===== config.mk =====
export PLATFORM = sky130hd
export DESIGN_NAME = cau_div_step
export DESIGN_NICKNAME = d
export VERILOG_FILES = /design/src/rtl/cau_pkg.sv /design/src/rtl/cau_div_step.sv
export SDC_FILE = /design/constraint.sdc
export NUM_CORES = 1
export LEC_CHECK = 0
export BUFFER_PORTS_ARGS = -buffer_cell sky130_fd_sc_hd__clkbuf_2
export CAP_MARGIN = 20
export CORE_AREA = 4 4 371 373
export DETAILED_ROUTE_END_ITERATION = 7
export DIE_AREA = 0 0 375 377
export SLEW_MARGIN = 0
export SYNTH_ARGS = -nofsm -noshare
export SYNTH_HDL_FRONTEND = slang
export SYNTH_SLANG_ARGS = --single-unit

===== constraint.sdc =====
create_clock -name clk -period 0.9 [get_ports clk]
set_clock_uncertainty 0.05 [all_clocks]
set_input_delay 0.09 -clock clk [delete_from_list [all_inputs] [get_ports clk]]
set_output_delay 0.09 -clock clk [all_outputs]
set_load 0.02 [all_outputs]

===== src/rtl/cau_pkg.sv =====
// Package for the complex arithmetic unit: default widths, command and status codes,
// and the control bundle that travels with each beat. No dependencies.
`default_nettype none
package cau_pkg;

	localparam int DATA_WIDTH_DEF = 32;
	localparam int FRAC_BITS_DEF  = 16;
	localparam int IO_WIDTH       = 32;

	typedef enum logic [1:0] {
		CMD_ADD = 2'd0,
		CMD_SUB = 2'd1,
		CMD_MUL = 2'd2,
		CMD_DIV = 2'd3
	} cmd_t;

	typedef enum logic [1:0] {
		ST_OK  = 2'd0,
		ST_SAT = 2'd1,
		ST_DZ  = 2'd2
	} status_t;

	typedef struct packed {
		logic valid;
		cmd_t cmd;
	} ctrl_t;

endpackage
`default_nettype wire


===== src/rtl/cau_div_step.sv =====
// One restoring-division stage: settles one quotient bit for both parts.
// Depends on cau_pkg.
`default_nettype none
module cau_div_step #(
	parameter int W    = cau_pkg::DATA_WIDTH_DEF,
	parameter int RW   = 3 * W + cau_pkg::FRAC_BITS_DEF + 1,
	parameter int STEP = 0,
	parameter int SW   = 2 * W + 6
) (
	input  wire logic              clk,
	input  wire logic              arst_n,
	input  wire logic              en,
	input  wire cau_pkg::ctrl_t    prev_ctrl,
	input  wire logic [RW-1:0]     prev_rem_re,
	input  wire logic [RW-1:0]     prev_rem_im,
	input  wire logic [W-1:0]      prev_q_re,
	input  wire logic [W-1:0]      prev_q_im,
	input  wire logic [RW-1:0]     prev_den,
	input  wire logic [SW-1:0]     prev_side,
	output cau_pkg::ctrl_t         ctrl_s1,
	output logic [RW-1:0]          rem_re_s1,
	output logic [RW-1:0]          rem_im_s1,
	output logic [W-1:0]           q_re_s1,
	output logic [W-1:0]           q_im_s1,
	output logic [RW-1:0]          den_s1,
	output logic [SW-1:0]          side_s1
);
	logic [RW-1:0] dsh;
	logic [RW:0]   t_re, t_im;
	logic          ge_re, ge_im;
	logic [W-1:0]  qn_re, qn_im;

	always_comb begin
		dsh   = prev_den << STEP;
		t_re  = {1'b0, prev_rem_re} - {1'b0, dsh};
		t_im  = {1'b0, prev_rem_im} - {1'b0, dsh};
		ge_re = !t_re[RW];
		ge_im = !t_im[RW];
		qn_re = prev_q_re;
		qn_im = prev_q_im;
		qn_re[STEP] = ge_re;
		qn_im[STEP] = ge_im;
	end

	always_ff @(posedge clk or negedge arst_n) begin
		if (!arst_n) begin
			ctrl_s1 <= '0;
		end else if (en) begin
			ctrl_s1 <= prev_ctrl;
		end
	end

	always_ff @(posedge clk) begin
		if (en) begin
			rem_re_s1 <= ge_re ? t_re[RW-1:0] : prev_rem_re;
			rem_im_s1 <= ge_im ? t_im[RW-1:0] : prev_rem_im;
			q_re_s1   <= qn_re;
			q_im_s1   <= qn_im;
			den_s1    <= prev_den;
			side_s1   <= prev_side;
		end
	end
endmodule
`default_nettype wire


---- Yosys cells after proc, flatten, opt, wreduce, memory -nomap -nowiden ----
Cells that the tools add are included.
word-level totals
  input bits .............................. 479
  output and inout bits ................... 476
  bits in registers ....................... 476
  word-level logic and storage cells ...... 14
operators by class
  mux-type cells .......................... 2
  $add $sub $neg .......................... 2
  reduce and logical (&&, ||, !) cells .... 2
operator list
  kind               count
  $sub 113x113->114  2
  $mux 113           2
  $logic_not 1->1    2

---- Depth between registers and ports, before layout ----
  depth after elaboration ................. 2
  gate-level depth with buffers ........... 18
  depth with buffers taken out ............ 15

---- Least setup slack after synthesis ----
Ideal clock, no wire load.
  path kind ............................... input to register
  from .................................... input port prev_rem_im[0]
  to ...................................... register rem_im_s1[110], data pin
  required time ........................... 0.590 ns
  data arrival time ....................... 3.039 ns
  setup slack ............................. -2.449 ns
  path buffers ............................ 0
  stages .................................. 15
  cells stage by stage .................... inv_1 > ha_1 > fa_1 > nor2b_4 > o31ai_2 > a21oi_2 > o31a_4 > o31ai_4 > a2111oi_4 > o21ai_2 > or3_1 > a32oi_2 > a41oi_2 > xnor2_1 > mux2_2
on the way
  cells in the longest elaborated chain, start to end .. 2
ends and longest elaborated chain
  what                  line                RTL
  from (decl)           cau_div_step.sv:15  input wire logic [RW-1:0] prev_rem_im,
  $sub 113x113->114     cau_div_step.sv:36  t_im = {1'b0, prev_rem_im} - {1'b0, dsh};
  $mux 113              cau_div_step.sv:56  rem_im_s1 <= ge_im ? t_im[RW-1:0] : prev_rem_im;
  to (signal assigned)  cau_div_step.sv:56
  to (decl)             cau_div_step.sv:22  output logic [RW-1:0] rem_im_s1,
No other way between the ends.
A chain may end at the register's enable or synchronous reset.

---- Worst setup path in the final report ----
  from .................................... input port prev_den[27]
  to ...................................... register rem_im_s1[111], data pin
on the way
  cells in the longest elaborated chain, start to end .. 2
ends and longest elaborated chain
  what               line                RTL
  from (decl)        cau_div_step.sv:18  input wire logic [RW-1:0] prev_den,
  $sub 113x113->114  cau_div_step.sv:36
  $mux 113           cau_div_step.sv:56
No other way between the ends.

==> results by group <==
Layout
  – Share of layout cells above drive strength 1: about 49%
  – Nets@finish: roughly 7000
  – Post-Layout Cell Count: 8020
  – Area grow syn2layout: 91.3%

Global route
  – Maximum number of pins on one net before global-route repair: 32
  – Number of global-route vias before repair: between 30000 and 40000
  – GR Util All Layers: 24.8%
  – Global-route wire length before repair: between 200000 and 300000 µm
  – Total overflow reported by the global router: 0
  – Antenna violations before repair: 54

Worst setup path
  – Data arrival time of the worst path: around 3600 ps
  – Worst-path fanout max: 4
  – R2r worst-path depth: 1
  – Critical Path Sink Type: flip-flop
  – CP Launch Type: primary input
  – Worst path required time: ~1300 ps
  – Kind of critical path: in2reg

CTS
  – Clock Latency Late Sink: between 600 and 700 ps
  – Max clock buf depth: 3
  – CTS tree: yes
  – Number of buffers inserted during clock tree synthesis: 61
  – Count of clock tree sinks: about 480
  – Clock input transition at the sequential cells of the worst setup and hold paths: around 60 ps
  – Root cell of the clock tree: sky130_fd_sc_hd__clkbuf_16
  – H-tree depth: 2

Logic synthesis
  – Register area share after synthesis: 44.8%
  – Async S/R FF share, synth: 0.630%
  – Synth unique cells: a little under 100
  – Syn Inst Count: roughly 3300
  – Most numerous cell in the Yosys netlist: sky130_fd_sc_hd__a21oi_1
  – Number of nets in the synthesized netlist: between 4000 and 5000
  – Total of flip-flops plus latches after synthesis: approximately 480
  – Main area contributors after synthesis: sky130_fd_sc_hd__edfxtp_1 45%, sky130_fd_sc_hd__ha_1 8.9%, sky130_fd_sc_hd__a21oi_1 8.1%
  – Most used flip-flop cell after synthesis: sky130_fd_sc_hd__edfxtp_1
  – Most common library cells after synthesis: 513 x sky130_fd_sc_hd__a21oi_1, 473 x sky130_fd_sc_hd__edfxtp_1, 371 x sky130_fd_sc_hd__nor2_1, 273 x sky130_fd_sc_hd__nand2_1, 226 x sky130_fd_sc_hd__ha_1
  – Cell Area, Synth: around 0.032 mm²
  – Average size of a mapped cell: 9.54 µm²
  – Number of synthesized flops with an enable pin: 473
  – Synth warnings: 0
  – Post-synth top area share: 44.6%
  – Area leader, netlist: sky130_fd_sc_hd__edfxtp_1

Job
  – Max-cap violation count: 0

Outcome
  – Violated checks: negative hold slack, negative setup slack
  – Outcome: finished, violations left

Power and ir drop
  – Static Leakage: between 20 and 30 nW
  – Power Total: between 90 and 100 mW
  – Net Sw Power: ~33 mW
  – Cell-internal power: 60.4 mW
  – Clock power share: between 20 and 30%
  – Logic gate share of total power: slightly above 40%
  – Sequential share of power: between 30% and 40%
  – Sw frac: around a third
  – Largest vdd supply drop: 1.56 mV
  – Power per cell area: about 1500 mW/mm²

Routing
  – Avg Vias per Cell: approximately 4.7
  – Final wirelength: between 150000 and 200000 µm
  – DRT iter0 DRCs: 2745
  – Post-DRT Antenna Nets: 0
  – DRC: 0
  – Routed wire per std cell: between 20 and 25 µm
  – Via Count: 38100
  – Total iterations of the first detailed-routing run: 6

STA
  – Post-route clock period utilization: 354%
  – Endpoints failing setup: between 800 and 900
  – Pins over their slew limit: 0
  – Worst hold margin: -368 ps
  – Least-Margin Pin Slew: 770 ps
  – Final Hold Viols: 6
  – Headroom to the max-slew limit: 48.5%
  – Setup repair after global routing missed its margin: true
  – Max frequency: between 300 and 400 MHz
  – Period minus WS final: between 3000 and 4000 ps
  – Worst path setup slack after routing: -2290 ps

Placement
  – Global placement routability congestion: 0.931
  – Post-DP HPWL: ~140000 µm
  – Total instance count after detailed placement: between 7000 and 8000
  – Port Buf Inserts: about 950
  – Post-Place Setup Slack: -3540 ps

Floorplanning
  – Starting density of the core: a little under a quarter
  – Width of the chip: roughly 380 µm
  – Die H: 377 µm
  – Number of top-level design ports: ~960
  – Core area: approximately 0.13 mm²
  – Total Die Area: about 0.14 mm²
  – Placement Rows: 135

Min path
  – Hold Crit Depth: 1
  – Worst min-delay path category: in2reg
[path summary, 6_finish.rpt]
check | start | end | slack, ps
min in group asynchronous | arst_n | ctrl_s1[1] | 260
min | prev_den[0] | den_s1[0] | -370
max in group asynchronous | arst_n | ctrl_s1[0] | 390
min reg2reg | ctrl_s1[1] | ctrl_s1[1] | 460
max | prev_den[27] | rem_im_s1[111] | -2290
max reg2reg | ctrl_s1[0] | ctrl_s1[0] | 90
[power groups by stage]
stage	combinational (mW)	clock (mW)	sequential, mW
final	38.4	26.3	28.5
after global routing	40.7	27.7	28.6
after CTS	37.5	26.8	28.5
after detailed placement	31.6	0	28.9
after global placement	31.4	0	28.9
after floorplan	12.0	0	31.7
[repair_timing]
| action | 4_1_cts | 5_1_grt |
|---|---|---|
| buffers inserted | 57 | 13 |
| gates resized for setup | 530 | 132 |
| hold endpoints to repair | 624 | 70 |
| hold buffers | 492 | 3 |
| cloned | 29 | 0 |
| pin swaps | 93 | 59 |
| setup endpoints to repair | 704 | 790 |
[cell usage in the layout, fill, tap and decap left out, types with 66 or more instances in the layout]
cell type,count
sky130_fd_sc_hd__xor2_1,86
sky130_fd_sc_hd__nand4_1,113
sky130_fd_sc_hd__buf_4,1340
sky130_fd_sc_hd__a21oi_2,109
sky130_fd_sc_hd__edfxtp_1,473
sky130_fd_sc_hd__nor2_1,282
sky130_fd_sc_hd__o21ai_0,135
sky130_fd_sc_hd__clkbuf_2,929
sky130_fd_sc_hd__xnor2_1,123
sky130_fd_sc_hd__inv_1,141
sky130_fd_sc_hd__ha_4,70
sky130_fd_sc_hd__a21o_1,86
sky130_fd_sc_hd__ha_1,153
sky130_fd_sc_hd__dlygate4sd3_1,495
sky130_fd_sc_hd__nand2_1,258
sky130_fd_sc_hd__clkbuf_16,66
sky130_fd_sc_hd__a21oi_1,396
[state kept, by name, indices dropped and copies added, names as in the netlist]
| signal | count |
|---|---|
| q_im_s1 | 32 |
| den_s1 | 113 |
| q_re_s1 | 32 |
| rem_re_s1 | 113 |
| rem_im_s1 | 113 |
| ctrl_s1 | 3 |
| side_s1 | 70 |
[area by class of cell]
class | count | area (µm²)
Antenna cell | 23 | 57.6
Sequential cell | 476 | 14300
Clock inverter | 47 | 557
Fill cell | 12800 | 73600
Inverter | 183 | 828
Multi-Input combinational cell | 2518 | 18900
Timing Repair Buffer | 2925 | 22500
Tap cell | 1781 | 2230
Clock buffer | 67 | 1550
[logic make-up (layout without fill, tap and decap cells)]
group / after synthesis / in the layout / share of synthesized area (%)
mux: 24 / 24 / 0.840
other cells: 0 / 23 / 0
flops: 476 / 476 / 44.8
xor+xnor: 212 / 212 / 5.83
simple gates: 960 / 961 / 13.8
buf+inv: 348 / 3222 / 4.73
compound gates: 1093 / 1093 / 21.0
fa+ha+maj: 228 / 228 / 9.00
[per-layer routing]
layer	global-route usage, %	vias up	routed length, µm
li1	-	18000	-
met1	30.2	18200	74700
met2	42.6	1452	87600
met3	7.05	310	15500
met4	7.62	42	6560
met5	0	-	305
[stage by stage]
stage / util (%) / area, µm² / setup TNS, ps
after floorplan: - / 33100 / -426930
after global placement: 37.0 / 49800 / -810970
after detailed placement: 37.0 / 49800 / -813070
after CTS: 44.8 / 60300 / -742690
after global routing: 45.3 / 60900 / -790200
final: 45.3 / 61000 / -748600
[worst max-delay path: stages]
cell and delay, ps:
sky130_fd_sc_hd__clkbuf_2 170, sky130_fd_sc_hd__inv_1 100, sky130_fd_sc_hd__ha_1 300, sky130_fd_sc_hd__nand2_1 90, sky130_fd_sc_hd__buf_4 120, sky130_fd_sc_hd__nor2_1 50
sky130_fd_sc_hd__a221o_1 380, sky130_fd_sc_hd__and3_4 200, sky130_fd_sc_hd__a2111oi_4 360, sky130_fd_sc_hd__buf_4 220, sky130_fd_sc_hd__a2111oi_4 70, sky130_fd_sc_hd__buf_6 170
sky130_fd_sc_hd__o21ai_4 240, sky130_fd_sc_hd__nand3_4 140, sky130_fd_sc_hd__o31ai_4 220, sky130_fd_sc_hd__buf_12 170, sky130_fd_sc_hd__o21ai_4 50, sky130_fd_sc_hd__xor2_1 160
sky130_fd_sc_hd__mux2_4 250
Power figures use the tool's default switching activity.
