[config.mk]
export PLATFORM = sky130hd
export DESIGN_NAME = cau_back_flat
export DESIGN_NICKNAME = d
export VERILOG_FILES = /design/src/rtl/cau_pkg.sv /design/src/rtl/cau_if.sv /design/src/rtl/cau_back.sv /design/src/flat_wrapper.sv
export SDC_FILE = /design/constraint.sdc
export NUM_CORES = 1
export LEC_CHECK = 0
export BUFFER_PORTS_ARGS = -buffer_cell sky130_fd_sc_hd__buf_2
export CAP_MARGIN = 20
export CORE_UTILIZATION = 49
export CTS_CLUSTER_SIZE = 25
export DETAILED_ROUTE_END_ITERATION = 16
export PLACE_DENSITY = 0.91
export SYNTH_ARGS = -nofsm -noshare
export SYNTH_HDL_FRONTEND = slang
export SYNTH_SLANG_ARGS = --single-unit
[constraint.sdc]
create_clock -name clk -period 3.6 [get_ports clk]
set_input_delay 0.72 -clock clk [delete_from_list [all_inputs] [get_ports clk]]
set_output_delay 0.72 -clock clk [all_outputs]
set_load 0.03 [all_outputs]
[src/rtl/cau_pkg.sv]
// Package for the complex arithmetic unit: default widths, command and status codes,
// and the control bundle that travels with each beat. No dependencies.
`default_nettype none
package cau_pkg;

	localparam int DATA_WIDTH_DEF = 32;
	localparam int FRAC_BITS_DEF  = 16;
	localparam int IO_WIDTH       = 32;

	typedef enum logic [1:0] {
		CMD_ADD = 2'd0,
		CMD_SUB = 2'd1,
		CMD_MUL = 2'd2,
		CMD_DIV = 2'd3
	} cmd_t;

	typedef enum logic [1:0] {
		ST_OK  = 2'd0,
		ST_SAT = 2'd1,
		ST_DZ  = 2'd2
	} status_t;

	typedef struct packed {
		logic valid;
		cmd_t cmd;
	} ctrl_t;

endpackage
`default_nettype wire

[src/rtl/cau_if.sv]
// Valid/ready channel interfaces for operand and result beats.
// Depends on cau_pkg for the fixed field width.
`default_nettype none


interface cau_res_if;
	logic                                   valid;
	logic                                   ready;
	logic signed [cau_pkg::IO_WIDTH-1:0]    out_real;
	logic signed [cau_pkg::IO_WIDTH-1:0]    out_imag;
	logic [1:0]                             status;
	modport source (output valid, out_real, out_imag, status, input ready);
	modport sink (input valid, out_real, out_imag, status, output ready);
endinterface
`default_nettype wire

[src/rtl/cau_back.sv]
// Result stage: quotient saturation, status, and the output register that
// drives the result channel and the pipeline enable. Depends on cau_pkg, cau_res_if.
`default_nettype none
module cau_back #(
	parameter int W  = cau_pkg::DATA_WIDTH_DEF,
	parameter int SW = 2 * W + 6
) (
	input  wire logic              clk,
	input  wire logic              arst_n,
	input  wire cau_pkg::ctrl_t    prev_ctrl,
	input  wire logic [W-1:0]      prev_q_re,
	input  wire logic [W-1:0]      prev_q_im,
	input  wire logic [SW-1:0]     prev_side,
	output logic                   en,
	cau_res_if.source              res
);
	localparam logic [W-1:0] LIM  = {1'b1, {(W-1){1'b0}}};
	localparam logic [W-1:0] MAXW = {1'b0, {(W-1){1'b1}}};

	logic [W-1:0] pre_re, pre_im;
	logic pre_sat, zero, neg_re, neg_im, big_re, big_im;
	assign {pre_re, pre_im, pre_sat, zero, neg_re, neg_im, big_re, big_im} = prev_side;

	logic                valid_q;
	logic signed [W-1:0] out_re_q, out_im_q;
	cau_pkg::status_t    status_q;
	cau_pkg::cmd_t       cmd_q;

	logic sat_re, sat_im;
	logic [W-1:0] d_re, d_im, f_re, f_im;
	cau_pkg::status_t st;

	always_comb begin
		sat_re = big_re || (neg_re ? (prev_q_re > LIM) : (prev_q_re > MAXW));
		sat_im = big_im || (neg_im ? (prev_q_im > LIM) : (prev_q_im > MAXW));
		d_re = neg_re ? (sat_re ? LIM : -prev_q_re) : (sat_re ? MAXW : prev_q_re);
		d_im = neg_im ? (sat_im ? LIM : -prev_q_im) : (sat_im ? MAXW : prev_q_im);
		if (prev_ctrl.cmd == cau_pkg::CMD_DIV) begin
			if (zero) begin
				f_re = '0;
				f_im = '0;
				st   = cau_pkg::ST_DZ;
			end else begin
				f_re = d_re;
				f_im = d_im;
				st   = (sat_re || sat_im) ? cau_pkg::ST_SAT : cau_pkg::ST_OK;
			end
		end else begin
			f_re = pre_re;
			f_im = pre_im;
			st   = pre_sat ? cau_pkg::ST_SAT : cau_pkg::ST_OK;
		end
	end

	assign en = !valid_q || res.ready;

	always_ff @(posedge clk or negedge arst_n) begin
		if (!arst_n) begin
			valid_q <= 1'b0;
		end else if (en) begin
			valid_q <= prev_ctrl.valid;
		end
	end

	always_ff @(posedge clk) begin
		if (en) begin
			out_re_q <= f_re;
			out_im_q <= f_im;
			status_q <= st;
			cmd_q    <= prev_ctrl.cmd;
		end
	end

	assign res.valid    = valid_q;
	assign res.out_real = cau_pkg::IO_WIDTH'(out_re_q);
	assign res.out_imag = cau_pkg::IO_WIDTH'(out_im_q);
	assign res.status   = status_q;

	a_dz_zero: assert property (@(posedge clk) disable iff (!arst_n)
		valid_q && status_q == cau_pkg::ST_DZ |-> out_re_q == '0 && out_im_q == '0)
		else $error("divide-by-zero beat carries nonzero result");
	a_dz_div: assert property (@(posedge clk) disable iff (!arst_n)
		valid_q && status_q == cau_pkg::ST_DZ |-> cmd_q == cau_pkg::CMD_DIV)
		else $error("divide-by-zero status on non-divide beat");
	a_sat_rail: assert property (@(posedge clk) disable iff (!arst_n)
		valid_q && status_q == cau_pkg::ST_SAT |->
		out_re_q == MAXW || out_re_q == LIM || out_im_q == MAXW || out_im_q == LIM)
		else $error("saturated status without a part at a rail");
endmodule
`default_nettype wire

[src/flat_wrapper.sv]
// flat-port wrapper written by rule: the top's interface ports become plain ports
module cau_back_flat 
#(
	parameter int W  = cau_pkg::DATA_WIDTH_DEF,
	parameter int SW = 2 * W + 6
)
  (clk, arst_n, prev_ctrl, prev_q_re, prev_q_im, prev_side, en, res_valid, res_out_real, res_out_imag, res_status, res_ready);
  cau_res_if res_i ();
  input  wire logic clk;
  input  wire logic arst_n;
  input  wire cau_pkg::ctrl_t prev_ctrl;
  input  wire logic [W-1:0] prev_q_re;
  input  wire logic [W-1:0] prev_q_im;
  input  wire logic [SW-1:0] prev_side;
  output logic en;
  output wire logic [$bits(res_i.valid)-1:0] res_valid;
  output wire logic [$bits(res_i.out_real)-1:0] res_out_real;
  output wire logic [$bits(res_i.out_imag)-1:0] res_out_imag;
  output wire logic [$bits(res_i.status)-1:0] res_status;
  input wire logic [$bits(res_i.ready)-1:0] res_ready;
  assign res_valid = res_i.valid;
  assign res_out_real = res_i.out_real;
  assign res_out_imag = res_i.out_imag;
  assign res_status = res_i.status;
  assign res_i.ready = res_ready;
  cau_back #(.W(W), .SW(SW)) u_core (.clk(clk), .arst_n(arst_n), .prev_ctrl(prev_ctrl), .prev_q_re(prev_q_re), .prev_q_im(prev_q_im), .prev_side(prev_side), .en(en), .res(res_i));
endmodule
After elaboration in Yosys (flattened, before gate mapping)
Index checks and enable logic that the tools add are counted.

cells by class
  $add $sub $neg = 2
  $mul = 0
  div/mod/pow operators = 0
  order comparisons = 4
  equal/unequal tests = 1
  shift operators = 0
  mux-type cells = 16
  bitwise gates (word level) = 0
  reduce and logical (&&, ||, !) cells = 5

operators with widths
  kind                                                   count
  two-way mux 32 bit                                     10
  > comparator 32 x 31 -> 1 bit (second input constant)  2
  > comparator 32 bit (second input constant)            2
  negator 32 bit                                         2
  logical OR 1 bit                                       4
  two-way mux 1 bit                                      4
  two-way mux 2 bit                                      2
  equality test 2 bit (second input constant)            1
  zero test 1 bit                                        1

word-level totals
  register bits = 67
  latch bits = 0
  bits in writable memories = 0
  ROM bits = 0
  input bits = 140
  output and inout bits = 68
  word-level logic and storage cells = 32
  memories = 0

Logic depth before layout (Yosys ltp)
Gate-level depths: netlist (run 1).

  depth after elaboration = 7
  depth in mapped cells = 9
  gate-level depth less buffers = 7

Worst setup path before layout (run 1)
No wires, ideal clock.

  kind = input to output
  from = input port res_ready
  to = output port en
  arrival = 2,567 ps
  required time = 2,880 ps
  setup slack = 313 ps
  stages on the path = 1
  path buffers = 0
  cells stage by stage = nand2b_1

between the ends
  longest elaborated chain between the ends = 1

RTL lines
  item              line                source
  from (decl)       flat_wrapper.sv:20  input wire logic [$bits(res_i.ready)-1:0] res_ready;
  logical OR 1 bit  cau_back.sv:55      assign en = !valid_q || res.ready;
  to (decl)         flat_wrapper.sv:15  output logic en;

Every way passes these cells.

Worst setup path after layout (run 1)
  from = input port prev_q_im[18]
  to = register u_core.out_im_q[29], in the netlist u_core.res.out_imag[29], data pin

between the ends
  longest elaborated chain between the ends = 7
  elaborated cells on any way between the ends = 10
  those cells by class = add/sub: 1; order compare: 2; mux: 6; reduce/logical: 1

RTL lines
  item                                                                         line                source
  from (decl)                                                                  flat_wrapper.sv:13  input wire logic [W-1:0] prev_q_im;
  > comparator 32 x 31 -> 1 bit / > comparator 32 bit (equally long branches)  cau_back.sv:35      sat_im = big_im || (neg_im ? (prev_q_im > LIM) : (prev_q_im > MAXW));
  two-way mux 1 bit                                                            cau_back.sv:35
  logical OR 1 bit                                                             cau_back.sv:35
  two-way mux 32 bit                                                           cau_back.sv:37      d_im = neg_im ? (sat_im ? LIM : -prev_q_im) : (sat_im ? MAXW : prev_q_im);
  two-way mux 32 bit (*)                                                       cau_back.sv:37
  two-way mux 32 bit (*)                                                       cau_back.sv:39      if (zero) begin
  two-way mux 32 bit (*)                                                       cau_back.sv:38      if (prev_ctrl.cmd == cau_pkg::CMD_DIV) begin
  named net u_core.f_im[29]                                                    cau_back.sv:30      logic [W-1:0] d_re, d_im, f_re, f_im;
  to (signal assigned)                                                         cau_back.sv:68      out_im_q <= f_im;
  to (decl)                                                                    cau_back.sv:25      logic signed [W-1:0] out_re_q, out_im_q;

Mark *: on every way through the listed nets, which the timed path passes. The rest lies on a longest branch.
A chain may end at the register's enable or synchronous reset.

==> run_summary.xml, run 1 <==
<?xml version="1.0" encoding="UTF-8"?>
<metrics>
  <group name="power">
    <metric name="power.switching" unit="W">0.000722</metric>
    <metric name="worst_ir_drop_vdd" unit="V">0.000191</metric>
    <metric name="fin_total_pwr" unit="W">0.00216</metric>
    <metric name="clkPwrFrac" unit="%">27.6</metric>
    <metric name="power.switching_fraction" unit="%">33.5</metric>
    <metric name="power_leakage" unit="nW">2.65</metric>
    <metric name="p_per_area" unit="nW/um^2">340</metric>
    <metric name="sequentialPowerShare" unit="%">44.7</metric>
    <metric name="internal_power" unit="W">0.00144</metric>
    <metric name="power.combinational.fraction" unit="%">27.7</metric>
  </group>
  <group name="cts">
    <metric name="cts_buffers" unit="">9</metric>
    <metric name="cts.sinks" unit="">67</metric>
    <metric name="clockRootBuffer" unit="">sky130_fd_sc_hd__clkbuf_8</metric>
    <metric name="postCtsHoldBufs" unit="">0</metric>
    <metric name="post-cts-setup-buffers" unit="">0</metric>
    <metric name="clock_insertion_delay_worst_skew" unit="ps">360</metric>
    <metric name="clock_tree_from_tritoncts" unit="">yes</metric>
    <metric name="clk_pin_slew" unit="ps">70</metric>
    <metric name="cts-root-to-sink-buffers" unit="">2</metric>
    <metric name="post_cts_resize_count" unit="">0</metric>
    <metric name="cts_max_level" unit="">3</metric>
  </group>
  <group name="global_route">
    <metric name="global_route.usage.total" unit="%">32.3</metric>
    <metric name="grt_overflow" unit="">0</metric>
    <metric name="grt_pass1_wl" unit="mm">25.9</metric>
    <metric name="grt_max_degree" unit="">68</metric>
    <metric name="grt_pass1_vias" unit="">5348</metric>
    <metric name="antenna_found_initial" unit="">0</metric>
  </group>
  <group name="setup_path">
    <metric name="slowest_stage" unit="">sky130_fd_sc_hd__or4_1</metric>
    <metric name="worst_setup_path_start_kind" unit="">input port</metric>
    <metric name="critical-path-max-stage-delay" unit="ps">660</metric>
    <metric name="worstPathMaxFanout" unit="">9</metric>
    <metric name="path_buf_inv" unit="">1</metric>
    <metric name="crit_path_frequent_cell" unit="">sky130_fd_sc_hd__or4_1</metric>
    <metric name="cp_cell_sequence" unit="">buf_2, or4_1, or4_1, o41ai_1, o211ai_1, a32o_1</metric>
    <metric name="worstReg2RegEnd" unit="">u_core.res.out_imag[29]</metric>
    <metric name="timing.reg2reg.worst_path_depth" unit="">2</metric>
    <metric name="regToRegSetupSlack" unit="ps">2010</metric>
    <metric name="crit-reg2reg-launch" unit="">u_core.res.valid</metric>
    <metric name="endpoint_kind_of_the_worst_setup_timing_path" unit="">flop</metric>
    <metric name="critPathArrivalTime" unit="ps">3110</metric>
    <metric name="category_of_the_most_critical_setup_path" unit="">in -&gt; reg</metric>
    <metric name="critical_path_required" unit="ps">3710</metric>
    <metric name="crit_family" unit="">simple AND/OR/NAND/NOR gates</metric>
  </group>
  <group name="die">
    <metric name="placement_rows" unit="">36</metric>
    <metric name="initial_utilization" unit="%">50.7</metric>
    <metric name="die-width" unit="microns">103</metric>
    <metric name="fp.dieH" unit="microns">103</metric>
    <metric name="area_of_the_die" unit="sq um">10500</metric>
    <metric name="io_pins" unit="">208</metric>
    <metric name="coreArea" unit="sq um">9770</metric>
  </group>
  <group name="routing">
    <metric name="routedWlPerCell" unit="microns">19.4</metric>
    <metric name="drtIter0Drc" unit="">361</metric>
    <metric name="route.detailed.drc" unit="">0</metric>
    <metric name="drt_total_wl" unit="mm">17.1</metric>
    <metric name="route.antenna.remaining_nets" unit="">0</metric>
    <metric name="routed-via-count" unit="">5638</metric>
    <metric name="detailedRoute.firstPassIterationCount" unit="">4</metric>
    <metric name="post_drt_via_cell_ratio" unit="">6.39</metric>
  </group>
  <group name="timing">
    <metric name="setup_viol" unit="">0</metric>
    <metric name="worst_slew_margin" unit="%">39.5</metric>
    <metric name="slew_violations" unit="">0</metric>
    <metric name="fin_worst_skew" unit="ps">6.62</metric>
    <metric name="rsz0062_at_grt" unit="">no</metric>
    <metric name="timing.final.crit_share" unit="%">83.2</metric>
    <metric name="tightest_slew" unit="ps">907</metric>
    <metric name="max_fclk" unit="MHz">334</metric>
    <metric name="finalHoldViolations" unit="">0</metric>
    <metric name="tns" unit="ps">0</metric>
    <metric name="period_needed" unit="ps">3000</metric>
    <metric name="layout_setup_ws" unit="ps">603</metric>
  </group>
  <group name="cells_and_area">
    <metric name="final_area" unit="sq um">6350</metric>
    <metric name="n_fill_cell" unit="">840</metric>
    <metric name="diodes" unit="">0</metric>
    <metric name="final_core_density" unit="%">65.0</metric>
    <metric name="drive_above_1_share" unit="%">37.1</metric>
    <metric name="multi_input_area" unit="sq um">2650</metric>
    <metric name="area.sequential" unit="sq um">2010</metric>
    <metric name="synthToLayoutAreaGrowth" unit="%">28.2</metric>
    <metric name="final_nets" unit="">887</metric>
  </group>
  <group name="synthesis">
    <metric name="synthDistinctLibCells" unit="">58</metric>
    <metric name="synth_seq_area_share" unit="%">40.5</metric>
    <metric name="ys_ff_latch" unit="">67</metric>
    <metric name="postSynthNetCount" unit="">681</metric>
    <metric name="synth-warning-count" unit="">0</metric>
    <metric name="synth.largest_area_cell" unit="">sky130_fd_sc_hd__edfxtp_1</metric>
    <metric name="synthArstFlopShare" unit="%">1.49</metric>
    <metric name="synthDominantCellAreaShare" unit="%">40.0</metric>
    <metric name="synth_enable_flop_cells" unit="">66</metric>
    <metric name="synth.top_cells.by_area" unit="">sky130_fd_sc_hd__edfxtp_1 40%, sky130_fd_sc_hd__a32o_1 8.5%, sky130_fd_sc_hd__o21ai_0 3.8%, sky130_fd_sc_hd__nand2_1 3.6%, sky130_fd_sc_hd__o211ai_1 3.3%</metric>
    <metric name="post_synth_instance_area" unit="sq um">4950</metric>
    <metric name="syn-instance-count" unit="">539</metric>
    <metric name="syn_avg_cell_area" unit="sq um">9.19</metric>
    <metric name="dominantRegCellSynth" unit="">sky130_fd_sc_hd__edfxtp_1</metric>
  </group>
  <group name="placed_design">
    <metric name="buffer_ports.inserted" unit="">207</metric>
    <metric name="dpl-instance-area" unit="sq um">6170</metric>
    <metric name="dp_hpwl" unit="mm">12.6</metric>
    <metric name="routabilityCongestion" unit="">0.959</metric>
    <metric name="detailedPlace.worstSlack" unit="ps">276</metric>
  </group>
  <group name="hold_path">
    <metric name="hold_path.class" unit="">in -&gt; async</metric>
  </group>
  <group name="status">
    <metric name="run_status" unit="">finished, final reports clean</metric>
  </group>
  <group name="run">
    <metric name="cap_viol_max_count" unit="">0</metric>
  </group>
</metrics>
## synthesized netlist by cell type (all sizes together), types with 3 or more instances
cell,instances
a21oi,18
a22o,4
a31oi,5
a32o,42
a41o,3
a41oi,8
and4,3
buf,12
clkbuf,25
edfxtp,66
inv,31
mux2i,4
nand2,48
nand2b,7
nand3,9
nand3b,3
nand4,9
nor2,40
nor3,19
nor4,13
nor4b,3
o211ai,22
o21ai,38
o22ai,5
o31a,3
o31ai,13
o41ai,13
or2,22
or3,9
or4,10
## cell usage in the layout (no fill, tap or decap), types with 4 or more instances in the layout
cell	netlist	final
sky130_fd_sc_hd__a21oi_1	18	18
sky130_fd_sc_hd__a22o_1	4	4
sky130_fd_sc_hd__a31oi_1	5	5
sky130_fd_sc_hd__a32o_1	42	42
sky130_fd_sc_hd__a41oi_1	8	8
sky130_fd_sc_hd__buf_2	4	207
sky130_fd_sc_hd__buf_4	7	25
sky130_fd_sc_hd__clkbuf_8	0	11
sky130_fd_sc_hd__edfxtp_1	66	66
sky130_fd_sc_hd__inv_1	31	31
sky130_fd_sc_hd__mux2i_1	4	4
sky130_fd_sc_hd__nand2_1	48	47
sky130_fd_sc_hd__nand2b_1	7	6
sky130_fd_sc_hd__nand3_1	9	9
sky130_fd_sc_hd__nand4_1	9	9
sky130_fd_sc_hd__nor2_1	40	40
sky130_fd_sc_hd__nor3_1	19	19
sky130_fd_sc_hd__nor4_1	11	11
sky130_fd_sc_hd__o211ai_1	22	22
sky130_fd_sc_hd__o21ai_0	38	38
sky130_fd_sc_hd__o22ai_1	5	5
sky130_fd_sc_hd__o31ai_1	13	13
sky130_fd_sc_hd__o41ai_1	10	10
sky130_fd_sc_hd__or2_2	22	22
sky130_fd_sc_hd__or3_1	9	9
sky130_fd_sc_hd__or4_1	9	9
## area by class of cell
cell class / count / area share (%)
tap: 133 / 2.62
clock buffer: 14 / 2.56
timing repair buffer: 232 / 19.3
sequential: 67 / 31.6
inverter: 33 / 1.95
multi-input combinational: 402 / 41.8
clock inverter: 2 / 0.197
## power by group through the flow
stage	clock network, W	registers (W)	logic (W)
global placement	0	0.000979	0.000577
global route	0.000627	0.000971	0.000639
finish	0.000595	0.000964	0.000598
floorplan	0	0.00113	0.000203
CTS	0.000593	0.000965	0.000591
detailed placement	0	0.000982	0.000589
## stage by stage
stage	hold slack, ps	instances
floorplan	424	539
global placement	494	867
detailed placement	496	867
CTS	115	883
global route	119	883
finish	120	883
## logic make-up after synthesis
| family | count (synthesis) | synth area share (%) |
|---|---|---|
| flops | 67 | 40.5 |
| mux | 4 | 0.809 |
| buf+inv | 70 | 6.09 |
| compound gates | 192 | 29.8 |
| fa+ha+maj | 2 | 0.505 |
| simple gates | 204 | 22.2 |
## how the worst max path moves through the flow
stage / from / endpoint / slack, ps / depth (start not counted)
after global routing: prev_q_im[18] / u_core.res.out_imag[29] / 490 / 6
after floorplan: res_ready / en / 310 / 1
after CTS: prev_q_im[18] / u_core.res.out_imag[29] / 640 / 6
after global placement: prev_q_im[18] / u_core.res.out_imag[29] / 420 / 6
after detailed placement: prev_q_im[18] / u_core.res.out_imag[29] / 280 / 6
final: prev_q_im[18] / u_core.res.out_imag[29] / 600 / 6
## state kept, by name (all words and copies together) (netlist names)
signal,flops
u_core.res.valid,1
u_core.res.out_real,32
u_core.res.out_imag,32
u_core.res.status,2
## metal layers
metal	track usage [%]	wire length (microns)	vias up	share of wire [%]
met3	8.14	1790	48	10
met1	37.7	6430	2631	38
met5	0	0	-	0
met2	54.8	8390	377	49
li1	-	-	2582	-
met4	17.0	483	0	2.8
Power figures use the tool's default switching activity.
==> inputs of run 2 (changes only) <==
--- a/config.mk
+++ b/config.mk
@@ -7,10 +7,10 @@
 export LEC_CHECK = 0
 export BUFFER_PORTS_ARGS = -buffer_cell sky130_fd_sc_hd__buf_2
 export CAP_MARGIN = 20
-export CORE_UTILIZATION = 49
+export CORE_UTILIZATION = 44
 export CTS_CLUSTER_SIZE = 25
 export DETAILED_ROUTE_END_ITERATION = 16
-export PLACE_DENSITY = 0.91
+export PLACE_DENSITY = 0.86
 export SYNTH_ARGS = -nofsm -noshare
 export SYNTH_HDL_FRONTEND = slang
 export SYNTH_SLANG_ARGS = --single-unit
==> constraint.sdc (replaced) <==
create_clock -name clk -period 2.7 [get_ports clk]
set_input_delay 0.54 -clock clk [delete_from_list [all_inputs] [get_ports clk]]
set_output_delay 0.54 -clock clk [all_outputs]
set_load 0.03 [all_outputs]
==> run 2 against run 1 <==
  * Clock power increased by 23%
  * Power is 32% higher
  * Global-route usage is 2.7 points lower
  * Die area grew 11%
  * Via count up 2.2%
  * Wire length up 1.9%
==> run_summary.xml, run 2 (synthesized netlist as in run 1, its figures left out) <==
<?xml version="1.0" encoding="UTF-8"?>
<metrics>
  <group name="cts">
    <metric name="clockRootBuffer" unit="">sky130_fd_sc_hd__clkbuf_8</metric>
    <metric name="post-cts-setup-buffers" unit="">0</metric>
    <metric name="cts_max_level" unit="">3</metric>
    <metric name="clock_tree_from_tritoncts" unit="">yes</metric>
    <metric name="cts.sinks" unit="">67</metric>
    <metric name="clock_insertion_delay_worst_skew" unit="ps">350</metric>
    <metric name="cts-root-to-sink-buffers" unit="">2</metric>
    <metric name="cts_buffers" unit="">9</metric>
    <metric name="clk_pin_slew" unit="ps">70</metric>
  </group>
  <group name="setup_path">
    <metric name="crit-reg2reg-launch" unit="">u_core.res.valid</metric>
    <metric name="slowest_stage" unit="">sky130_fd_sc_hd__or4_1</metric>
    <metric name="worstPathMaxFanout" unit="">9</metric>
    <metric name="critPathArrivalTime" unit="ps">2640</metric>
    <metric name="critical_path_required" unit="ps">2800</metric>
    <metric name="crit_path_frequent_cell" unit="">sky130_fd_sc_hd__or4_1</metric>
    <metric name="cp_cell_sequence" unit="">buf_2, or4_1, or4_1, buf_4, o41ai_1, o211ai_1, a32o_1</metric>
    <metric name="worst_setup_path_start_kind" unit="">input port</metric>
    <metric name="worstReg2RegEnd" unit="">u_core.res.out_imag[24]</metric>
    <metric name="category_of_the_most_critical_setup_path" unit="">in -&gt; reg</metric>
    <metric name="regToRegSetupSlack" unit="ps">1240</metric>
    <metric name="endpoint_kind_of_the_worst_setup_timing_path" unit="">flop</metric>
    <metric name="cp-endpoint" unit="">u_core.res.out_imag[23]</metric>
    <metric name="timing.reg2reg.worst_path_depth" unit="">2</metric>
    <metric name="setup.worst_path.start" unit="">prev_q_im[18]</metric>
    <metric name="critical-path-max-stage-delay" unit="ps">550</metric>
  </group>
  <group name="timing">
    <metric name="fin_worst_skew" unit="ps">7.12</metric>
    <metric name="slew_violations" unit="">0</metric>
    <metric name="max_fclk" unit="MHz">394</metric>
    <metric name="period_needed" unit="ps">2540</metric>
    <metric name="setup_viol" unit="">0</metric>
    <metric name="rsz0062_at_grt" unit="">no</metric>
    <metric name="finalHoldViolations" unit="">0</metric>
    <metric name="timing.final.crit_share" unit="%">93.9</metric>
    <metric name="tightest_slew" unit="ps">602</metric>
    <metric name="worst_slew_margin" unit="%">59.5</metric>
  </group>
  <group name="placed_design">
    <metric name="place.detailed.instances" unit="">914</metric>
    <metric name="dp_hpwl" unit="mm">13.5</metric>
    <metric name="dpl-instance-area" unit="sq um">6550</metric>
    <metric name="buffer_ports.inserted" unit="">207</metric>
    <metric name="routabilityCongestion" unit="">0.922</metric>
  </group>
  <group name="routing">
    <metric name="drtIter0Drc" unit="">430</metric>
    <metric name="post_drt_via_cell_ratio" unit="">6.19</metric>
    <metric name="route.detailed.drc" unit="">0</metric>
    <metric name="routedWlPerCell" unit="microns">18.7</metric>
    <metric name="routed-via-count" unit="">5764</metric>
    <metric name="route.antenna.remaining_nets" unit="">0</metric>
    <metric name="drt_total_wl" unit="mm">17.4</metric>
    <metric name="detailedRoute.firstPassIterationCount" unit="">5</metric>
  </group>
  <group name="cells_and_area">
    <metric name="drive_above_1_share" unit="%">40.7</metric>
    <metric name="diodes" unit="">0</metric>
    <metric name="final-instance-count-excl-fill" unit="">931</metric>
    <metric name="final_area" unit="sq um">6720</metric>
    <metric name="final_common_cell" unit="">sky130_fd_sc_hd__buf_2</metric>
    <metric name="final_nets" unit="">928</metric>
    <metric name="final_core_density" unit="%">61.7</metric>
    <metric name="synthToLayoutAreaGrowth" unit="%">35.6</metric>
    <metric name="most-common-layout-cells" unit="">207 x sky130_fd_sc_hd__buf_2, 66 x sky130_fd_sc_hd__edfxtp_1, 62 x sky130_fd_sc_hd__buf_4</metric>
  </group>
  <group name="power">
    <metric name="power_leakage" unit="nW">2.85</metric>
    <metric name="power.switching" unit="W">0.000967</metric>
    <metric name="internal_power" unit="W">0.00188</metric>
    <metric name="p_per_area" unit="nW/um^2">424</metric>
    <metric name="clkPwrFrac" unit="%">25.7</metric>
    <metric name="sequentialPowerShare" unit="%">45.0</metric>
    <metric name="power.combinational.fraction" unit="%">29.2</metric>
    <metric name="power.switching_fraction" unit="%">33.9</metric>
    <metric name="worst_ir_drop_vdd" unit="V">0.000255</metric>
  </group>
  <group name="global_route">
    <metric name="antenna_found_initial" unit="">0</metric>
    <metric name="global_route.usage.total" unit="%">29.6</metric>
    <metric name="grt_pass1_vias" unit="">5549</metric>
    <metric name="grt_overflow" unit="">0</metric>
    <metric name="grt_max_degree" unit="">38</metric>
    <metric name="grt_pass1_wl" unit="mm">26.7</metric>
  </group>
  <group name="status">
    <metric name="run_status" unit="">finished, final reports clean</metric>
  </group>
  <group name="die">
    <metric name="coreArea" unit="sq um">10900</metric>
    <metric name="fp.dieH" unit="microns">108</metric>
    <metric name="area_of_the_die" unit="sq um">11700</metric>
    <metric name="die-width" unit="microns">108</metric>
    <metric name="placement_rows" unit="">38</metric>
    <metric name="initial_utilization" unit="%">45.5</metric>
    <metric name="io_pins" unit="">208</metric>
  </group>
  <group name="run">
    <metric name="cap_viol_max_count" unit="">0</metric>
  </group>
  <group name="hold_path">
    <metric name="min_path_cells" unit="">2</metric>
    <metric name="hold_path.class" unit="">in -&gt; reg</metric>
  </group>
</metrics>
-- run 2: routing by layer --
layer,global-route usage [%],vias up,share of wire [%]
li1,-,2659,-
met5,0,-,0
met4,15.5,0,3.5
met3,6.39,43,8.9
met2,52.4,356,50
met1,33.3,2706,38
-- run 2: per-stage QoR --
stage	setup slack, ps	TNS, ps	hold slack, ps	power (W)
after CTS	181	0	362	0.00286
after detailed placement	-179	-4670	319	0.00213
after global placement	-142	-1610	314	0.00211
final	164	0	376	0.00285
after floorplan	-41.3	-86.1	244	0.00178
after global routing	58.2	0	360	0.00298
-- run 2: area by class of cell --
| cell class | count | area [sq um] |
|---|---|---|
| clock buffer | 10 | 128 |
| clock inverter | 6 | 32.5 |
| fill | 956 | 4170 |
| inverter | 33 | 124 |
| multi-input combinational | 402 | 2680 |
| sequential | 67 | 2010 |
| tap | 140 | 175 |
| timing repair buffer | 273 | 1570 |
-- run 2: repair_timing --
item / 4_1_cts / 5_1_grt
resized for setup: 0 / 0
hold buffers: 1 / 0
endpoints found under the hold margin: 1 / 0
-- run 2: worst max-delay path: cells and delay by family --
family / cells / cell delay [ps]
simple gates: 2 / 970
buf+inv: 2 / 310
compound gates: 3 / 810
-- run 2: power groups by stage --
stage	Clock, W	Sequential, W	Combinational (W)
floorplan	0	0.00151	0.000272
global placement	0	0.00130	0.000807
detailed placement	0	0.00131	0.000823
global route	0.000797	0.00129	0.000890
CTS	0.000748	0.00128	0.000828
finish	0.000734	0.00128	0.000832
-- run 2: how the worst min path moves through the flow --
stage	start	end
6_report	prev_ctrl[2]	u_core.res.valid
5_1_grt	prev_ctrl[2]	u_core.res.valid
4_1_cts	prev_ctrl[2]	u_core.res.valid
3_5_place_dp	arst_n	u_core.res.valid
3_3_place_gp	arst_n	u_core.res.valid
2_1_floorplan	arst_n	u_core.res.valid
==> inputs of run 3 (changes only) <==
--- a/config.mk
+++ b/config.mk
@@ -5,12 +5,13 @@
 export SDC_FILE = /design/constraint.sdc
 export NUM_CORES = 1
 export LEC_CHECK = 0
-export BUFFER_PORTS_ARGS = -buffer_cell sky130_fd_sc_hd__buf_2
 export CAP_MARGIN = 20
-export CORE_UTILIZATION = 44
+export CORE_UTILIZATION = 59
 export CTS_CLUSTER_SIZE = 25
 export DETAILED_ROUTE_END_ITERATION = 16
-export PLACE_DENSITY = 0.86
+export DONT_BUFFER_PORTS = 1
+export PLACE_DENSITY = 0.87
+export SETUP_SLACK_MARGIN = 0.1
 export SYNTH_ARGS = -nofsm -noshare
 export SYNTH_HDL_FRONTEND = slang
 export SYNTH_SLANG_ARGS = --single-unit
==> run 3 against run 2 <==
  * Final area decreased by 19%
  * Setup slack improved by 71 ps
  * Critical path depth decreased by 2
  * Count of clock-buffer cells in the layout decreased by 1
  * Non-clock buffer count decreased by 236
  * Clock skew increased by 0.61 ps
  * Core utilization increased by 4.9 points
  * Sequential cell count unchanged
  * Wire length decreased by 13%
  * Largest cell class unchanged
==> run_summary.xml, run 3 (synthesized netlist as in run 1, its figures left out) <==
<?xml version="1.0" encoding="UTF-8"?>
<metrics>
  <group name="status">
    <metric name="run_status" unit="">finished, final reports clean</metric>
  </group>
  <group name="cells_and_area">
    <metric name="most-common-layout-cells" unit="">66 x sky130_fd_sc_hd__edfxtp_1, 47 x sky130_fd_sc_hd__nand2_1, 42 x sky130_fd_sc_hd__a32o_1</metric>
    <metric name="multi_input_area" unit="sq um">2710</metric>
    <metric name="final-instance-count-excl-fill" unit="">658</metric>
    <metric name="final_core_density" unit="%">66.6</metric>
    <metric name="area.sequential" unit="sq um">2010</metric>
    <metric name="synthToLayoutAreaGrowth" unit="%">9.93</metric>
    <metric name="diodes" unit="">0</metric>
    <metric name="drive_above_1_share" unit="%">16.1</metric>
    <metric name="final_nets" unit="">692</metric>
    <metric name="final_common_cell" unit="">sky130_fd_sc_hd__edfxtp_1</metric>
    <metric name="n_fill_cell" unit="">630</metric>
  </group>
  <group name="timing">
    <metric name="hold_ws" unit="ps">309</metric>
    <metric name="worst_slew_margin" unit="%">51.5</metric>
    <metric name="timing.final.crit_share" unit="%">91.3</metric>
    <metric name="tightest_slew" unit="ps">727</metric>
    <metric name="setup_viol" unit="">0</metric>
    <metric name="slew_violations" unit="">0</metric>
    <metric name="period_needed" unit="ps">2460</metric>
    <metric name="max_fclk" unit="MHz">406</metric>
    <metric name="rsz0062_at_grt" unit="">no</metric>
    <metric name="fin_worst_skew" unit="ps">7.73</metric>
    <metric name="tns" unit="ps">0</metric>
    <metric name="finalHoldViolations" unit="">0</metric>
  </group>
  <group name="cts">
    <metric name="cts_buffers" unit="">9</metric>
    <metric name="clock_tree_from_tritoncts" unit="">yes</metric>
    <metric name="cts-root-to-sink-buffers" unit="">2</metric>
    <metric name="cts.sinks" unit="">67</metric>
    <metric name="clk_pin_slew" unit="ps">70</metric>
    <metric name="clockRootBuffer" unit="">sky130_fd_sc_hd__clkbuf_8</metric>
    <metric name="post_cts_resize_count" unit="">0</metric>
    <metric name="clock_insertion_delay_worst_skew" unit="ps">340</metric>
    <metric name="cts_max_level" unit="">3</metric>
    <metric name="post-cts-setup-buffers" unit="">0</metric>
  </group>
  <group name="global_route">
    <metric name="grt_util_met3" unit="%">11.6</metric>
    <metric name="antenna_found_initial" unit="">0</metric>
    <metric name="grt_pass1_wl" unit="mm">23.4</metric>
    <metric name="grt_pass1_vias" unit="">4561</metric>
    <metric name="groute.layer.met1.usage" unit="%">40.7</metric>
    <metric name="grt_overflow" unit="">0</metric>
    <metric name="globalRoute.busiestLayer" unit="">met2</metric>
    <metric name="global_route.usage.met2" unit="%">58.9</metric>
    <metric name="global_route.usage.total" unit="%">34.9</metric>
    <metric name="grt_max_degree" unit="">46</metric>
  </group>
  <group name="placed_design">
    <metric name="place.detailed.instances" unit="">643</metric>
    <metric name="dp_hpwl" unit="mm">11.1</metric>
    <metric name="buffer_ports.inserted" unit="">0</metric>
    <metric name="routabilityCongestion" unit="">0.905</metric>
  </group>
  <group name="routing">
    <metric name="routedWlPerCell" unit="microns">23.1</metric>
    <metric name="drtIter0Drc" unit="">317</metric>
    <metric name="detailedRoute.firstPassIterationCount" unit="">5</metric>
    <metric name="routed-via-count" unit="">4767</metric>
    <metric name="drt_total_wl" unit="mm">15.2</metric>
    <metric name="post_drt_via_cell_ratio" unit="">7.24</metric>
    <metric name="route.detailed.drc" unit="">0</metric>
    <metric name="route.antenna.remaining_nets" unit="">0</metric>
  </group>
  <group name="setup_path">
    <metric name="path_buf_inv" unit="">0</metric>
    <metric name="slowest_stage" unit="">sky130_fd_sc_hd__or4_1</metric>
    <metric name="endpoint_kind_of_the_worst_setup_timing_path" unit="">flop</metric>
    <metric name="category_of_the_most_critical_setup_path" unit="">in -&gt; reg</metric>
    <metric name="critical_path_required" unit="ps">2800</metric>
    <metric name="critPathArrivalTime" unit="ps">2560</metric>
    <metric name="worstPathMaxFanout" unit="">8</metric>
    <metric name="cp_cell_sequence" unit="">or4_1, or4_4, o41ai_2, o211ai_1, a32o_1</metric>
    <metric name="worst_setup_path_start_kind" unit="">input port</metric>
    <metric name="crit_family" unit="">simple AND/OR/NAND/NOR gates</metric>
    <metric name="critical-path-max-stage-delay" unit="ps">610</metric>
  </group>
  <group name="power">
    <metric name="fin_total_pwr" unit="W">0.00265</metric>
    <metric name="p_per_area" unit="nW/um^2">486</metric>
    <metric name="worst_ir_drop_vdd" unit="V">0.000321</metric>
    <metric name="power.switching" unit="W">0.000818</metric>
    <metric name="internal_power" unit="W">0.00183</metric>
    <metric name="power_leakage" unit="nW">1.90</metric>
    <metric name="clkPwrFrac" unit="%">30.1</metric>
    <metric name="power.switching_fraction" unit="%">30.9</metric>
    <metric name="sequentialPowerShare" unit="%">56.6</metric>
    <metric name="power.combinational.fraction" unit="%">13.2</metric>
  </group>
  <group name="hold_path">
    <metric name="hold_path.class" unit="">in -&gt; reg</metric>
  </group>
  <group name="die">
    <metric name="coreArea" unit="sq um">8180</metric>
    <metric name="initial_utilization" unit="%">60.6</metric>
    <metric name="placement_rows" unit="">33</metric>
    <metric name="area_of_the_die" unit="sq um">8760</metric>
    <metric name="fp.dieH" unit="microns">93.6</metric>
    <metric name="die-width" unit="microns">93.6</metric>
    <metric name="io_pins" unit="">208</metric>
  </group>
  <group name="run">
    <metric name="cap_viol_max_count" unit="">0</metric>
  </group>
</metrics>
run 3: area by class of cell:
type,instances,share of cell area [%]
clock inverter,5,0.851
timing repair buffer,37,5.61
sequential,67,36.9
multi-input combinational,402,49.7
inverter,33,2.28
clock buffer,9,2.28
tap,105,2.41
run 3: layer usage:
layer,up-vias,wire (microns)
li1,2190,-
met1,2208,5490
met2,331,7460
met3,38,1810
met4,0,407
met5,-,0
run 3: worst register-to-register path, stage by stage (launching register included):
cell	delay, ps
sky130_fd_sc_hd__dfrtp_1	520
sky130_fd_sc_hd__nand2b_4	620
sky130_fd_sc_hd__buf_12	280
run 3: final timing paths:
kind,from,to,slack (ps),cells past startpoint
worst max-delay path,prev_q_re[6],u_core.res.out_real[29],240,5
worst min-delay path,prev_ctrl[2],u_core.res.valid,310,1
max in group asynchronous,arst_n,u_core.res.valid,2190,1
worst min register to register,u_core.res.valid,u_core.res.valid,1290,2
worst max register to register,u_core.res.valid,u_core.res.out_imag[31],990,2
min in group asynchronous,arst_n,u_core.res.valid,410,1
run 3: through the flow:
step,area (sq um),setup slack (ps)
floorplan,5010,-41.3
global placement,5260,-13.1
detailed placement,5260,-76.7
CTS,5440,283
global route,5440,198
finish,5440,236
run 3: power groups by stage:
stage,clock network (W),registers [W],logic (W)
2_1_floorplan,0,0.00151,0.000274
3_3_place_gp,0,0.00152,0.000332
3_5_place_dp,0,0.00152,0.000343
4_1_cts,0.000806,0.00150,0.000346
5_1_grt,0.000852,0.00151,0.000385
6_report,0.000797,0.00150,0.000350
run 3: what timing repair did:
item | in CTS | in global routing
hold endpoints to repair | 1 | 0
endpoints found under the setup margin | 0 | 0
hold buffers | 1 | 0
